==> src/hw/rtl/h264_nal_pkg.sv <==
// Package for the Annex B NAL splitter: command codes, byte constants and the
// result and group word types shared by the front, the queue and the back end.
// No dependencies.
package h264_nal_pkg;

  typedef enum logic {
    CMD_DATA  = 1'b0,
    CMD_FLUSH = 1'b1
  } cmd_e;

  localparam logic [7:0] START_BYTE    = 8'h01;
  localparam logic [7:0] EPB_BYTE      = 8'h03;
  localparam logic [7:0] NAL_TYPE_MASK = 8'h1f;
  localparam logic [1:0] ZERO_RUN_MAX  = 2'd3;
  localparam int unsigned GRP_SLOTS    = 3;
  localparam int unsigned QUEUE_DEPTH  = 4;

  typedef struct packed {
    logic [7:0] out_byte;
    logic [4:0] nal_type;
    logic       first_of_nal;
    logic       last_of_nal;
  } res_t;

  typedef struct packed {
    logic [1:0]                 cnt;
    res_t [GRP_SLOTS-1:0]       res;
  } grp_t;

endpackage

==> src/hw/rtl/h264_nal_front.sv <==
// Front end of the NAL splitter: parses one stream byte per accepted word and
// builds a group of up to three result words. Depends on h264_nal_pkg.
module h264_nal_front (
  input  logic                clk_i,
  input  logic                rst_ni,
  input  logic                take_i,
  input  logic                cmd_i,
  input  logic [7:0]          in_byte_i,
  output logic                grp_valid_o,
  output h264_nal_pkg::grp_t  grp_o
);
  import h264_nal_pkg::*;

  logic [7:0] held_byte_q, held_byte_d;
  logic       held_valid_q, held_valid_d;
  logic       held_hdr_q, held_hdr_d;
  logic [1:0] zero_run_q, zero_run_d;
  logic       inside_q, inside_d;
  logic       exp_hdr_q, exp_hdr_d;
  logic [4:0] cur_type_q, cur_type_d;

  grp_t       grp_d;
  logic [1:0] zr_inc;
  logic [1:0] nz;
  logic       keep;
  logic [2:0] push_v;
  logic [7:0] push_b [GRP_SLOTS];

  always_comb begin
    held_byte_d  = held_byte_q;
    held_valid_d = held_valid_q;
    held_hdr_d   = held_hdr_q;
    zero_run_d   = zero_run_q;
    inside_d     = inside_q;
    exp_hdr_d    = exp_hdr_q;
    cur_type_d   = cur_type_q;
    grp_d        = '0;
    zr_inc       = (zero_run_q == ZERO_RUN_MAX) ? ZERO_RUN_MAX : zero_run_q + 2'd1;
    nz           = (zero_run_q >= 2'd2) ? 2'd2 : zero_run_q;
    keep         = !((in_byte_i == EPB_BYTE) && (zero_run_q == 2'd2));
    push_v       = '0;
    for (int k = 0; k < GRP_SLOTS; k++) begin
      push_b[k] = '0;
    end

    if (cmd_i == CMD_FLUSH) begin
      if (inside_q && held_valid_q) begin
        grp_d.res[0] = '{held_byte_q, cur_type_q, held_hdr_q, 1'b1};
        grp_d.cnt    = 2'd1;
      end
      held_byte_d  = '0;
      held_valid_d = 1'b0;
      held_hdr_d   = 1'b0;
      zero_run_d   = '0;
      inside_d     = 1'b0;
      exp_hdr_d    = 1'b0;
      cur_type_d   = '0;
    end else if (in_byte_i == 8'h00) begin
      zero_run_d = zr_inc;
      if (inside_q && (zr_inc == ZERO_RUN_MAX)) begin
        if (held_valid_q) begin
          grp_d.res[0] = '{held_byte_q, cur_type_q, held_hdr_q, 1'b1};
          grp_d.cnt    = 2'd1;
        end
        held_valid_d = 1'b0;
        held_hdr_d   = 1'b0;
        inside_d     = 1'b0;
        exp_hdr_d    = 1'b0;
      end
    end else if ((in_byte_i == START_BYTE) && (zero_run_q >= 2'd2)) begin
      if (inside_q) begin
        if (held_valid_q) begin
          grp_d.res[0] = '{held_byte_q, cur_type_q, held_hdr_q, 1'b1};
          grp_d.cnt    = 2'd1;
        end
        held_valid_d = 1'b0;
        held_hdr_d   = 1'b0;
      end
      inside_d   = 1'b1;
      exp_hdr_d  = 1'b1;
      zero_run_d = '0;
    end else if (!inside_q) begin
      zero_run_d = '0;
    end else begin
      push_v[0] = (nz != 2'd0);
      push_v[1] = (nz == 2'd2);
      push_v[2] = keep;
      push_b[2] = in_byte_i;
      for (int k = 0; k < GRP_SLOTS; k++) begin
        if (push_v[k]) begin
          if (held_valid_d) begin
            grp_d.res[grp_d.cnt] = '{held_byte_d, cur_type_d, held_hdr_d, 1'b0};
            grp_d.cnt            = grp_d.cnt + 2'd1;
          end
          held_byte_d  = push_b[k];
          held_valid_d = 1'b1;
          held_hdr_d   = exp_hdr_d;
          if (exp_hdr_d) begin
            cur_type_d = push_b[k][4:0] & NAL_TYPE_MASK[4:0];
            exp_hdr_d  = 1'b0;
          end
        end
      end
      zero_run_d = '0;
    end
  end

  assign grp_valid_o = take_i && (grp_d.cnt != 2'd0);
  assign grp_o       = grp_d;

  always_ff @(posedge clk_i or negedge rst_ni) begin
    if (!rst_ni) begin
      held_byte_q  <= '0;
      held_valid_q <= 1'b0;
      held_hdr_q   <= 1'b0;
      zero_run_q   <= '0;
      inside_q     <= 1'b0;
      exp_hdr_q    <= 1'b0;
      cur_type_q   <= '0;
    end else if (take_i) begin
      held_byte_q  <= held_byte_d;
      held_valid_q <= held_valid_d;
      held_hdr_q   <= held_hdr_d;
      zero_run_q   <= zero_run_d;
      inside_q     <= inside_d;
      exp_hdr_q    <= exp_hdr_d;
      cur_type_q   <= cur_type_d;
    end
  end

endmodule

==> src/hw/rtl/h264_nal_queue.sv <==
// Short register queue of result groups between the front and the back end.
// Depends on h264_nal_pkg.
module h264_nal_queue #(
  parameter int unsigned Depth = h264_nal_pkg::QUEUE_DEPTH
) (
  input  logic                clk_i,
  input  logic                rst_ni,
  input  logic                push_i,
  input  h264_nal_pkg::grp_t  push_data_i,
  output logic                full_o,
  input  logic                pop_i,
  output logic                pop_valid_o,
  output h264_nal_pkg::grp_t  pop_data_o
);
  import h264_nal_pkg::*;

  localparam int unsigned PtrW = (Depth > 1) ? $clog2(Depth) : 1;
  localparam int unsigned CntW = $clog2(Depth + 1);

  grp_t            mem_q [Depth];
  logic [PtrW-1:0] wr_ptr_q, wr_ptr_d;
  logic [PtrW-1:0] rd_ptr_q, rd_ptr_d;
  logic [CntW-1:0] count_q, count_d;
  logic            do_push, do_pop;

  assign full_o      = (count_q == CntW'(Depth));
  assign pop_valid_o = (count_q != '0);
  assign pop_data_o  = mem_q[rd_ptr_q];
  assign do_push     = push_i && !full_o;
  assign do_pop      = pop_i && pop_valid_o;

  always_comb begin
    wr_ptr_d = wr_ptr_q;
    rd_ptr_d = rd_ptr_q;
    count_d  = count_q;
    if (do_push) begin
      wr_ptr_d = (wr_ptr_q == PtrW'(Depth - 1)) ? '0 : wr_ptr_q + PtrW'(1);
    end
    if (do_pop) begin
      rd_ptr_d = (rd_ptr_q == PtrW'(Depth - 1)) ? '0 : rd_ptr_q + PtrW'(1);
    end
    if (do_push && !do_pop) begin
      count_d = count_q + CntW'(1);
    end else if (do_pop && !do_push) begin
      count_d = count_q - CntW'(1);
    end
  end

  always_ff @(posedge clk_i) begin
    if (do_push) begin
      mem_q[wr_ptr_q] <= push_data_i;
    end
  end

  always_ff @(posedge clk_i or negedge rst_ni) begin
    if (!rst_ni) begin
      wr_ptr_q <= '0;
      rd_ptr_q <= '0;
      count_q  <= '0;
    end else begin
      wr_ptr_q <= wr_ptr_d;
      rd_ptr_q <= rd_ptr_d;
      count_q  <= count_d;
    end
  end

endmodule

==> src/hw/rtl/h264_nal_back.sv <==
// Back end of the NAL splitter: holds one result group in a register and
// sends its words one per cycle while ready. Depends on h264_nal_pkg.
module h264_nal_back (
  input  logic                clk_i,
  input  logic                rst_ni,
  input  logic                grp_valid_i,
  input  h264_nal_pkg::grp_t  grp_i,
  output logic                grp_pop_o,
  output logic                out_valid_o,
  input  logic                out_ready_i,
  output h264_nal_pkg::res_t  out_o
);
  import h264_nal_pkg::*;

  grp_t       grp_q;
  logic       have_q, have_d;
  logic [1:0] idx_q, idx_d;
  logic       fire, end_of_grp;

  assign out_valid_o = have_q;
  assign out_o       = grp_q.res[idx_q];
  assign fire        = have_q && out_ready_i;
  assign end_of_grp  = (idx_q + 2'd1 == grp_q.cnt);
  assign grp_pop_o   = grp_valid_i && (!have_q || (fire && end_of_grp));

  always_comb begin
    have_d = have_q;
    idx_d  = idx_q;
    if (grp_pop_o) begin
      have_d = 1'b1;
      idx_d  = '0;
    end else if (fire) begin
      if (end_of_grp) begin
        have_d = 1'b0;
        idx_d  = '0;
      end else begin
        idx_d = idx_q + 2'd1;
      end
    end
  end

  always_ff @(posedge clk_i) begin
    if (grp_pop_o) begin
      grp_q <= grp_i;
    end
  end

  always_ff @(posedge clk_i or negedge rst_ni) begin
    if (!rst_ni) begin
      have_q <= 1'b0;
      idx_q  <= '0;
    end else begin
      have_q <= have_d;
      idx_q  <= idx_d;
    end
  end

endmodule

==> src/hw/rtl/h264_annexb_nal_splitter_top.sv <==
// Top level of the H.264 Annex B NAL splitter: front parser, group queue and
// output serializer. Depends on h264_nal_pkg and the three h264_nal modules.
//
// The block takes one stream word per cycle and splits the byte stream at
// 00 00 01 start codes, drops emulation prevention bytes and sends NAL bytes
// with their type and first and last flags. One byte is held back until the
// next byte, start code, three zeros or a flush shows whether it ends its NAL.
// An input word makes up to three output words; they go out at one word per
// cycle while the output is ready, so the input side runs at one word per
// cycle if output keeps up on average, and stalls only when the group queue is full.
module h264_annexb_nal_splitter_top #(
  parameter int unsigned QueueDepth = h264_nal_pkg::QUEUE_DEPTH
) (
  input  logic        clk_i,
  input  logic        rst_ni,
  input  logic        s_axis_tvalid,
  output logic        s_axis_tready,
  input  logic [7:0]  s_axis_tdata,   // [7:0] in_byte
  input  logic        s_axis_tuser,   // [0] cmd
  output logic        m_axis_tvalid,
  input  logic        m_axis_tready,
  output logic [15:0] m_axis_tdata,   // [7:0] out_byte, [12:8] nal_type, [15:13] zero
  output logic        m_axis_tuser,   // [0] first_of_nal
  output logic        m_axis_tlast    // last_of_nal
);
  import h264_nal_pkg::*;

  logic take;
  logic grp_valid, q_full, q_pop, q_valid;
  grp_t grp, q_data;
  res_t res;

  assign s_axis_tready = !q_full;
  assign take          = s_axis_tvalid && s_axis_tready;

  h264_nal_front u_front (
    .clk_i       (clk_i),
    .rst_ni      (rst_ni),
    .take_i      (take),
    .cmd_i       (s_axis_tuser),
    .in_byte_i   (s_axis_tdata),
    .grp_valid_o (grp_valid),
    .grp_o       (grp)
  );

  h264_nal_queue #(
    .Depth (QueueDepth)
  ) u_queue (
    .clk_i       (clk_i),
    .rst_ni      (rst_ni),
    .push_i      (grp_valid),
    .push_data_i (grp),
    .full_o      (q_full),
    .pop_i       (q_pop),
    .pop_valid_o (q_valid),
    .pop_data_o  (q_data)
  );

  h264_nal_back u_back (
    .clk_i       (clk_i),
    .rst_ni      (rst_ni),
    .grp_valid_i (q_valid),
    .grp_i       (q_data),
    .grp_pop_o   (q_pop),
    .out_valid_o (m_axis_tvalid),
    .out_ready_i (m_axis_tready),
    .out_o       (res)
  );

  assign m_axis_tdata = {3'b000, res.nal_type, res.out_byte};
  assign m_axis_tuser = res.first_of_nal;
  assign m_axis_tlast = res.last_of_nal;

endmodule

==> config.mk <==
export PLATFORM = sky130hd
export DESIGN_NAME = h264_annexb_nal_splitter_top
export DESIGN_NICKNAME = d
export VERILOG_FILES = /design/src/hw/rtl/h264_nal_pkg.sv /design/src/hw/rtl/h264_nal_front.sv /design/src/hw/rtl/h264_nal_queue.sv /design/src/hw/rtl/h264_nal_back.sv /design/src/hw/rtl/h264_annexb_nal_splitter_top.sv
export SDC_FILE = /design/constraint.sdc
export NUM_CORES = 1
export LEC_CHECK = 0
export BUFFER_PORTS_ARGS = -buffer_cell sky130_fd_sc_hd__clkbuf_2
export CELL_PAD_IN_SITES_DETAIL_PLACEMENT = 0
export CELL_PAD_IN_SITES_GLOBAL_PLACEMENT = 1
export CORE_MARGIN = 3
export CORE_UTILIZATION = 50
export CTS_BUF_LIST = sky130_fd_sc_hd__clkbuf_2
export DETAILED_ROUTE_END_ITERATION = 12
export PLACE_DENSITY_LB_ADDON = 0.1
export SLEW_MARGIN = 20
export SYNTH_ARGS = -nofsm -noshare
export SYNTH_HDL_FRONTEND = slang
export SYNTH_SLANG_ARGS = --single-unit
==> constraint.sdc <==
create_clock -name clk_i -period 11.3 [get_ports clk_i]
set_input_delay 0.565 -clock clk_i [delete_from_list [all_inputs] [get_ports clk_i]]
set_output_delay 0.565 -clock clk_i [all_outputs]
set_load 0.1 [all_outputs]
# After elaboration in Yosys (flattened, before gate mapping)
# Memory sizes are Yosys's and may differ from the RTL's. A register that Yosys moved wholly into a read port is not among the register bits.
# Cells that the tools add are included.
# W data, S select, Z words.
# word_totals
reg_bits	29
latchBits	0
mem_bits_rw	188
mem_bits_ro	0
mem_count	1
# mem_list
name	words	width	rd	rd_clocked_by_memory_dff	wr	line	rtl
u_queue.mem_q	4	47	1	1	1	h264_nal_queue.sv:20	grp_t mem_q [Depth];
# op_classes
addsub	8
n_mul	0
div	0
magnitude_cmp	6
eq_ne	13
shift	0
mux	144
n_bitwise	0
n_reduce_logical	36
# op_table
operator	count
$mux W47	9
$mux W15	16
$mux W8	15
$bwmux W45	2
$mux W30	3
$mux W5	18
$demux W15 S2	2
$mux W1	57
$mux W2	19
$bmux W15 S2	1
$logic_and A1 B1 Y1	15
$add A2 B1 Y2 const B	6
$eq A2 B2 Y1 const B	6
$reduce_bool A2 Y1	6
$lt A2 B3 Y1 const B	3
$reduce_and A3 Y1	3
$reduce_bool A3 Y1	3
$eq A8 B1 Y1 const B	1
$eq A8 B2 Y1 const B	1
$logic_not A8 Y1	1
$mux W3	2
$ge A2 B1 Y1 const B	2
$logic_not A1 Y1	4
$ne A2 B2 Y1 const B	2
other kinds (10)	10

# Depth between registers and ports, before layout
# Gate-level depths: netlist of run 1.
# depth
depth_word	37
ltp_mapped	15
ltp_nobuf	13

# Cells and area by module
# A second synthesis of run 1 with hierarchy kept.
# unflattened
hier_cells	592
area_unflattened_um2	10735.3
# modules_own_cells
mod	n_inst	cells_per_inst	area_per_inst_um2	seq_area_each_um2
h264_nal_queue	1	283	7241.9	5820.6
h264_nal_back	1	121	1924.3	1486.4
h264_nal_front	1	182	1532.7	475.5
h264_annexb_nal_splitter_top	1	6	36.3	0.0

# Worst setup path before layout of run 1
# OpenSTA, ideal clock, no wires.
# synth_timing
path_type	reg2reg
startpoint	register u_back.idx_q[1]
endpoint	register u_queue.count_q[1]
setup_ps	125
t_arrival_ps	4436
path_slack_ps	6739
path_stages_with_launch	10
path_buffers	0
path_cell_list	dfrtp_1 xnor2_1 mux2i_1 nand2_1 a21oi_1 inv_1 ha_1 inv_1 fa_1 mux2_2
# synth_between
elab_chain_cells	9
elab_cells_between_ends	11
# synth_lines
item	line	rtl
start: declaration	h264_nal_back.sv:17	logic [1:0] idx_q, idx_d;
start signal: assignment	h264_nal_back.sv:54	idx_q <= idx_d;
$add A2 B1 Y2	h264_nal_back.sv:23	assign end_of_grp = (idx_q + 2'd1 == grp_q.cnt);
$eq A2 B2 Y1	h264_nal_back.sv:23	
$logic_and A1 B1 Y1	h264_nal_back.sv:24	assign grp_pop_o = grp_valid_i && (!have_q || (fire && end_of_grp));
$logic_or A1 B1 Y1	h264_nal_back.sv:24	
$logic_and A1 B1 Y1	h264_nal_back.sv:24	
net q_pop	h264_annexb_nal_splitter_top.sv:29	logic grp_valid, q_full, q_pop, q_valid;
$logic_and A1 B1 Y1	h264_nal_queue.sv:30	assign do_pop = pop_i && pop_valid_o;
$logic_not A1 Y1	h264_nal_queue.sv:42	if (do_push && !do_pop) begin
$logic_and A1 B1 Y1	h264_nal_queue.sv:42	
$mux W3	h264_nal_queue.sv:42	
net u_queue.count_d[1]	h264_nal_queue.sv:23	logic [CntW-1:0] count_q, count_d;
end signal: assignment	h264_nal_queue.sv:63	count_q <= count_d;
end: declaration	h264_nal_queue.sv:23	
# The timed path passes the listed nets, and every way through them passes these cells.
# A chain may end at the register's enable or synchronous reset.

# Worst setup path in the final report of run 1
# layout_timing
startpoint	register u_back.idx_q[0]
endpoint	output port m_axis_tdata[8]
# layout_between
elab_chain_cells	2
# layout_lines
item	line	rtl
$bmux W15 S2	h264_nal_back.sv:21	assign out_o = grp_q.res[idx_q];
$mux W15 (not written as such)	h264_nal_back.sv:21	
end: declaration	h264_annexb_nal_splitter_top.sv:22	output logic [15:0] m_axis_tdata,
# No other way between the ends. The select of a mux whose other input is x is not followed.

==> results of run 1 <==
-- power breakdown --
group | internal, mW | switching (mW)
combinational | 0.269 | 0.594
clock | 0.243 | 0.339
sequential | 1.15 | 0.0691
-- cell type report --
type | instances | share of cell area [%]
Sequential cell | 254 | 65.5
Clock buffer | 94 | 4.12
Timing Repair Buffer | 44 | 2.34
Tap cell | 265 | 2.90
Multi-Input combinational cell | 305 | 24.0
Clock inverter | 14 | 0.712
Antenna cell | 1 | 0.0219
Inverter | 13 | 0.427
-- cell families (layout without fill, tap and decap cells) --
logic type      after synthesis  count (layout)  share of synthesized area (%)
other cells                   1              40                         0.0367
simple gates                119             119                           6.30
buf+inv                      41             165                           1.74
compound gates               69              69                           5.16
fa+ha+maj                     9               9                           1.18
mux                          65              65                           11.9
flops                       254             254                           73.3
xor+xnor                      4               4                          0.343
-- path summary, 6_finish.rpt --
kind | startpoint | to | cells past startpoint
worst max-delay path | u_back.idx_q[0]$_DFFE_PN0P_ | m_axis_tdata[8] | 6
worst min-delay path | s_axis_tdata[2] | u_front.held_byte_q[2]$_DFFE_PN0P_ | 3
worst max register to register | u_front.zero_run_q[1]$_DFFE_PN0P_ | u_queue.count_q[1]$_DFFE_PN0P_ | 11
min in group asynchronous | rst_ni | u_front.held_byte_q[5]$_DFFE_PN0P_ | 2
max in group asynchronous | rst_ni | u_queue.rd_ptr_q[0]$_DFFE_PN0P_ | 2
worst min register to register | u_front.held_byte_q[3]$_DFFE_PN0P_ | u_front.held_byte_q[3]$_DFFE_PN0P_ | 2
-- per-stage QoR --
| step | power, mW | setup WS [ns] | util (%) |
|---|---|---|---|
| 2_1_floorplan | 1.92 | 6.74 | - |
| 3_3_place_gp | 2.11 | 7.76 | 54.7 |
| 3_5_place_dp | 2.12 | 7.72 | 54.8 |
| 4_1_cts | 2.71 | 7.76 | 57.7 |
| 5_1_grt | 2.83 | 7.60 | 57.8 |
| 6_report | 2.66 | 7.87 | 57.8 |
-- worst max-delay path, stage by stage, from the launching register on --
cell and delay, ns:
dfrtp_1 0.37, buf_4 0.26, nor2b_1 0.49, buf_4 0.31, nand2_1 0.06, o21ai_0 0.09
clkbuf_2 0.50
-- cell usage after synthesis, types with 5 or more instances --
master and number:
dfrtp_1 29, and2_1 20, a21oi_1 9, mux2_2 5, nor2_1 8, a22o_1 5
edfxtp_1 225, mux2i_1 15, and3_1 13, nand2_1 40, mux4_2 45, a22oi_1 6
inv_1 12, clkbuf_1 16, o21ai_0 28, ha_1 8, nand3_1 6, nor2b_1 7
-- per-layer routing --
metal | track usage (%) | wire, um | share of wire [%] | vias up
met3 | 4.50 | 975 | 5.1 | 32
met4 | 7.32 | 324 | 1.7 | 0
li1 | - | - | - | 2466
met5 | 0 | 0 | 0 | -
met2 | 29.7 | 9440 | 49 | 140
met1 | 24.7 | 8440 | 44 | 2709
-- registers in the layout, summed over array words and instances, names as in the netlist --
signal,count
u_queue.count_q,3
u_front.cur_type_q,5
u_back.grp_q,45
u_front.zero_run_q,2
u_front.exp_hdr_q,1
u_queue.mem_q,180
u_front.held_hdr_q,1
u_back.out_valid_o,1
u_back.idx_q,2
u_front.held_valid_q,1
u_queue.wr_ptr_q,2
u_front.inside_q,1
u_queue.rd_ptr_q,2
u_front.held_byte_q,8
-- layout by cell type, fill, tap and decap left out, drive strengths merged, types with 3 or more instances in the layout --
master	instances
a21oi	10
a22o	5
a22oi	6
and2	20
and3	14
buf	11
clkbuf	123
clkinv	11
conb	39
dfrtp	29
dlygate4sd3	4
edfxtp	225
ha	8
inv	15
mux2	5
mux2i	15
mux4	45
nand2	40
nand3	6
nand3b	3
nor2	8
nor2b	7
nor3	5
o21ai	28
or3	3
or4	3
==> out/qor.yml, run 1 <==
cells_and_area:
  multiInputGateArea_um2: 2740
  area_growth_syn_to_layout_pct: 11.9
  stdcell_count: 990
  fill_cells: 1611
  regArea_um2: 7480
  nets: 706
  final_area_um2: 11400
  drive_above_1_share_pct: 29.3
clock_network:
  clock-sinks: 254
  root_buffer: "clkbuf_2"
  max-clock-path-buffers: 3
  ctsResizeCount: 0
  cts.reportedPaths.clkPinSlew_ns: 0.10
  cts_buffers: 66
  htreeDepth: 3
  clock_latency_ns: 0.79
  postCtsHoldBufs: 4
  cts_setup_buffers: 0
  tritoncts: "yes"
power_and_ir_drop:
  cellLeakagePower_nw: 4.14
  vdd_drop_max_mv: 0.114
  power_per_cell_area_nw_per_um2: 233
critical_path:
  path_class: "reg2out"
  reg2reg_slack_ns: 7.87
  cp-start-kind: "flip-flop"
  end_kind: "primary output"
  crit_arrival_ns: 2.86
  crit_required_ns: 10.74
  worstPathMaxFanout: 21
synth:
  avgSynthCellArea_um2: 18.2
  synth_seq_area_share_pct: 73.3
  synth_top_area_share_pct: 66.2
  ys_async_sr_fraction_pct: 11.4
  synth_edf_count: 225
  synth_area_leader_cell: "edfxtp_1"
  yosysUniqueCellTypes: 58
  synth_seq_cells: 254
  yosys_warnings: 0
  ys_top_cells_by_area: "edfxtp_1, mux4_2, dfrtp_1"
  syn-cell-area_um2: 10200
  synth_flop_cell: "edfxtp_1"
  syn-instance-count: 562
sta:
  worstMarginPinSlew_ns: 1.06
  tns_ns: 0
  fmaxAchievable_mhz: 292
  finalClockSkew_ns: 0.0624
  finalCriticalPeriod_ns: 3.43
  finalSetupViolCount: 0
  hold_ws_ns: 0.0814
  period_share_pct: 30.3
  max-slew-margin-rel_pct: 28.7
  maxSlewViolCount: 0
  rsz0062_at_grt: "false"
  hold_violations: 0
drt:
  vias: 5347
  wl_um: 19200
  postRouteAntennaNets: 0
  drc: 0
  dr.pass1.iters: 4
  wire_per_inst_um: 19.4
  drt-initial-drc-count: 289
  routed_via_density: 5.40
floorplan:
  die_w_um: 149
  die_y_um: 149
  start_util_pct: 51.6
  fp.dieArea_um2: 22200
  coreArea_um2: 19800
  ios: 33
  num_rows: 51
global_routing:
  grt_pass1_wl_um: 31000
  grt_pass1_vias: 5786
  grt_max_degree: 49
  grt_overflow: 0
  antenna_found_initial: 1
  track_usage_pct: 18.5
placement:
  dp.cells: 877
  hpwl_um: 10900
  numPortBuffers: 29
  postPlaceCellArea_um2: 10800
  gp_congestion: 0.866
outcome:
  status: "finished, final reports clean"
min_path:
  hold_class: "in2reg"
run:
  max_cap_viol_count: 0
(Power assumes the default switching activity.)
==> run 2: changes to the inputs <==
clock period = 3.4 ns   (was 11.3 ns; I/O delays follow)
==> run 2 against run 1 <==
  * Non-clock buffer count grew 27
  * Final cell count grew 3.5%
  * Die area unchanged
  * Setup slack got worse by 7.5 ns
  * Combinational power grew to 3.4 times the previous value
  * Flip-flop and latch count unchanged
  * Core utilization increased by 1.9 points
  * Sequential share of layout area down 2.1 points
  * Sequential power rose to 3.4 times the previous value
  * Count of clock-buffer cells in the layout shrank 3
  * Total power grew to 3.4 times the previous value
  * Critical endpoint is now u_queue.count_q[1]$_DFFE_PN0P_
==> out/qor.yml, run 2 (synthesized netlist as in run 1, its figures left out) <==
clock_network:
  htreeDepth: 2
  postCtsHoldBufs: 23
  max-clock-path-buffers: 3
  cts_setup_buffers: 0
  cts.reportedPaths.clkPinSlew_ns: 0.10
  ctsResizeCount: 0
  root_buffer: "clkbuf_2"
  clock-sinks: 254
  tritoncts: "yes"
  clock_latency_ns: 0.85
  cts_buffers: 61
sta:
  setup_slack_ns: 0.334
  tns_ns: 0
  rsz0062_at_grt: "false"
  fmaxAchievable_mhz: 326
  hold_violations: 0
  finalSetupViolCount: 0
  period_share_pct: 90.2
  worstMarginPinSlew_ns: 0.676
  maxSlewViolCount: 0
  finalClockSkew_ns: 0.0627
  finalCriticalPeriod_ns: 3.07
  max-slew-margin-rel_pct: 54.7
global_routing:
  track_usage_pct: 18.7
  grt_pass1_vias: 5775
  grt_overflow: 0
  grt_pass1_wl_um: 31700
  antenna_found_initial: 1
  grt_max_degree: 48
drt:
  postRouteAntennaNets: 0
  drc: 0
  routed_via_density: 5.30
  drt-initial-drc-count: 271
  dr.pass1.iters: 4
  vias: 5431
  wire_per_inst_um: 19.2
  wl_um: 19700
cells_and_area:
  top_regs: "u_queue.mem_q (180), u_back.grp_q (45), u_front.held_byte_q (8)"
  fill_cells: 1600
  largest_reg_flops: 180
  layout_commonest_cell: "edfxtp_1"
  area_growth_syn_to_layout_pct: 15.6
  fin_util_pct: 59.7
  final_area_um2: 11800
  top_register: "u_queue.mem_q"
  nets: 728
  drive_above_1_share_pct: 28.5
  mostFrequentLayoutCells: "edfxtp_1, clkbuf_2, mux4_2"
floorplan:
  num_rows: 51
  die_w_um: 149
  die_y_um: 149
  fp.dieArea_um2: 22200
  coreArea_um2: 19800
  ios: 33
  start_util_pct: 51.6
critical_path:
  cp_common_cell: "inv_1"
  ff2ff_path_depth: 11
  cp-start-kind: "flip-flop"
  worst-path-buf-inv: 3
  critical_path_depth: 11
  worstPathMaxFanout: 8
  path_class: "reg2reg"
  crit_arrival_ns: 3.80
  crit_path_cell_trace: "or2_2 > inv_1 > ha_1 > o41ai_1 > a211oi_1 > a21oi_4 > inv_1 > ha_1 > inv_1 > fa_1 > mux2_2"
  slowest_stage: "dfrtp_1"
  crit_required_ns: 4.13
  end_kind: "flip-flop"
  cpPeakStageDelay_ns: 0.44
  cp_top_family: "adder cells"
outcome:
  status: "finished, final reports clean"
min_path:
  whs_path_depth: 3
  hold_class: "in2reg"
power_and_ir_drop:
  cellLeakagePower_nw: 4.29
  vdd_drop_max_mv: 0.381
  power_per_cell_area_nw_per_um2: 762
placement:
  numPortBuffers: 29
  dpl_worst_slack_ns: 0.352
  hpwl_um: 12100
  gp_congestion: 0.840
  postPlaceCellArea_um2: 11000
run:
  max_cap_viol_count: 0
[run 2: path summary, 6_finish.rpt]
path	from	to	slack (ns)
min in group asynchronous	rst_ni	u_front.held_byte_q[7]$_DFFE_PN0P_	0.33
max	u_front.zero_run_q[0]$_DFFE_PN0P_	u_queue.count_q[1]$_DFFE_PN0P_	0.33
min reg2reg	u_queue.count_q[2]$_DFFE_PN0P_	u_queue.count_q[2]$_DFFE_PN0P_	0.53
max reg2reg	u_front.zero_run_q[0]$_DFFE_PN0P_	u_queue.count_q[1]$_DFFE_PN0P_	0.33
min	s_axis_tdata[5]	u_front.held_byte_q[5]$_DFFE_PN0P_	0.14
max in group asynchronous	rst_ni	u_queue.rd_ptr_q[1]$_DFFE_PN0P_	2.84
[run 2: stage by stage]
stage,std cells,total power [mW],hold slack (ns)
floorplan,600,6.39,-0.126
global placement,885,7.08,0.291
detailed placement,885,7.12,0.302
CTS,1024,9.14,0.0685
global route,1025,9.51,0.135
finish,1025,9.00,0.144
[run 2: worst min-delay path, cell delays in order]
cell and delay (ns):
dlygate4sd3_1 0.52, clkbuf_2 0.12, a22o_1 0.13
[run 2: layout make-up]
| cell class | instances | area, um^2 | area share, % |
|---|---|---|---|
| Inverter | 13 | 48.8 | 0.413 |
| Clock buffer | 91 | 455 | 3.86 |
| Clock inverter | 25 | 125 | 1.06 |
| Antenna cell | 1 | 2.50 | 0.0212 |
| Timing Repair Buffer | 71 | 616 | 5.22 |
| Multi-Input combinational cell | 305 | 2740 | 23.2 |
| Tap cell | 265 | 332 | 2.81 |
| Sequential cell | 254 | 7480 | 63.4 |
[run 2: power breakdown]
part / switching (mW) / leakage [nW] / internal [mW] / total [mW]
Sequential: 0.279 / 2.46 / 3.81 / 4.09
Combinational: 1.98 / 1.40 / 0.978 / 2.96
Clock: 1.15 / 0.431 / 0.797 / 1.95
Total: 3.41 / 4.29 / 5.58 / 9.00
[run 2: layer usage]
layer  GRT usage [%]  vias up  share of wire [%]
li1                -     2522                  -
met2            30.6      130                 50
met1            25.8     2754                 45
met4            5.68        0                1.5
met3            3.71       25                4.0
met5               0        -                  0
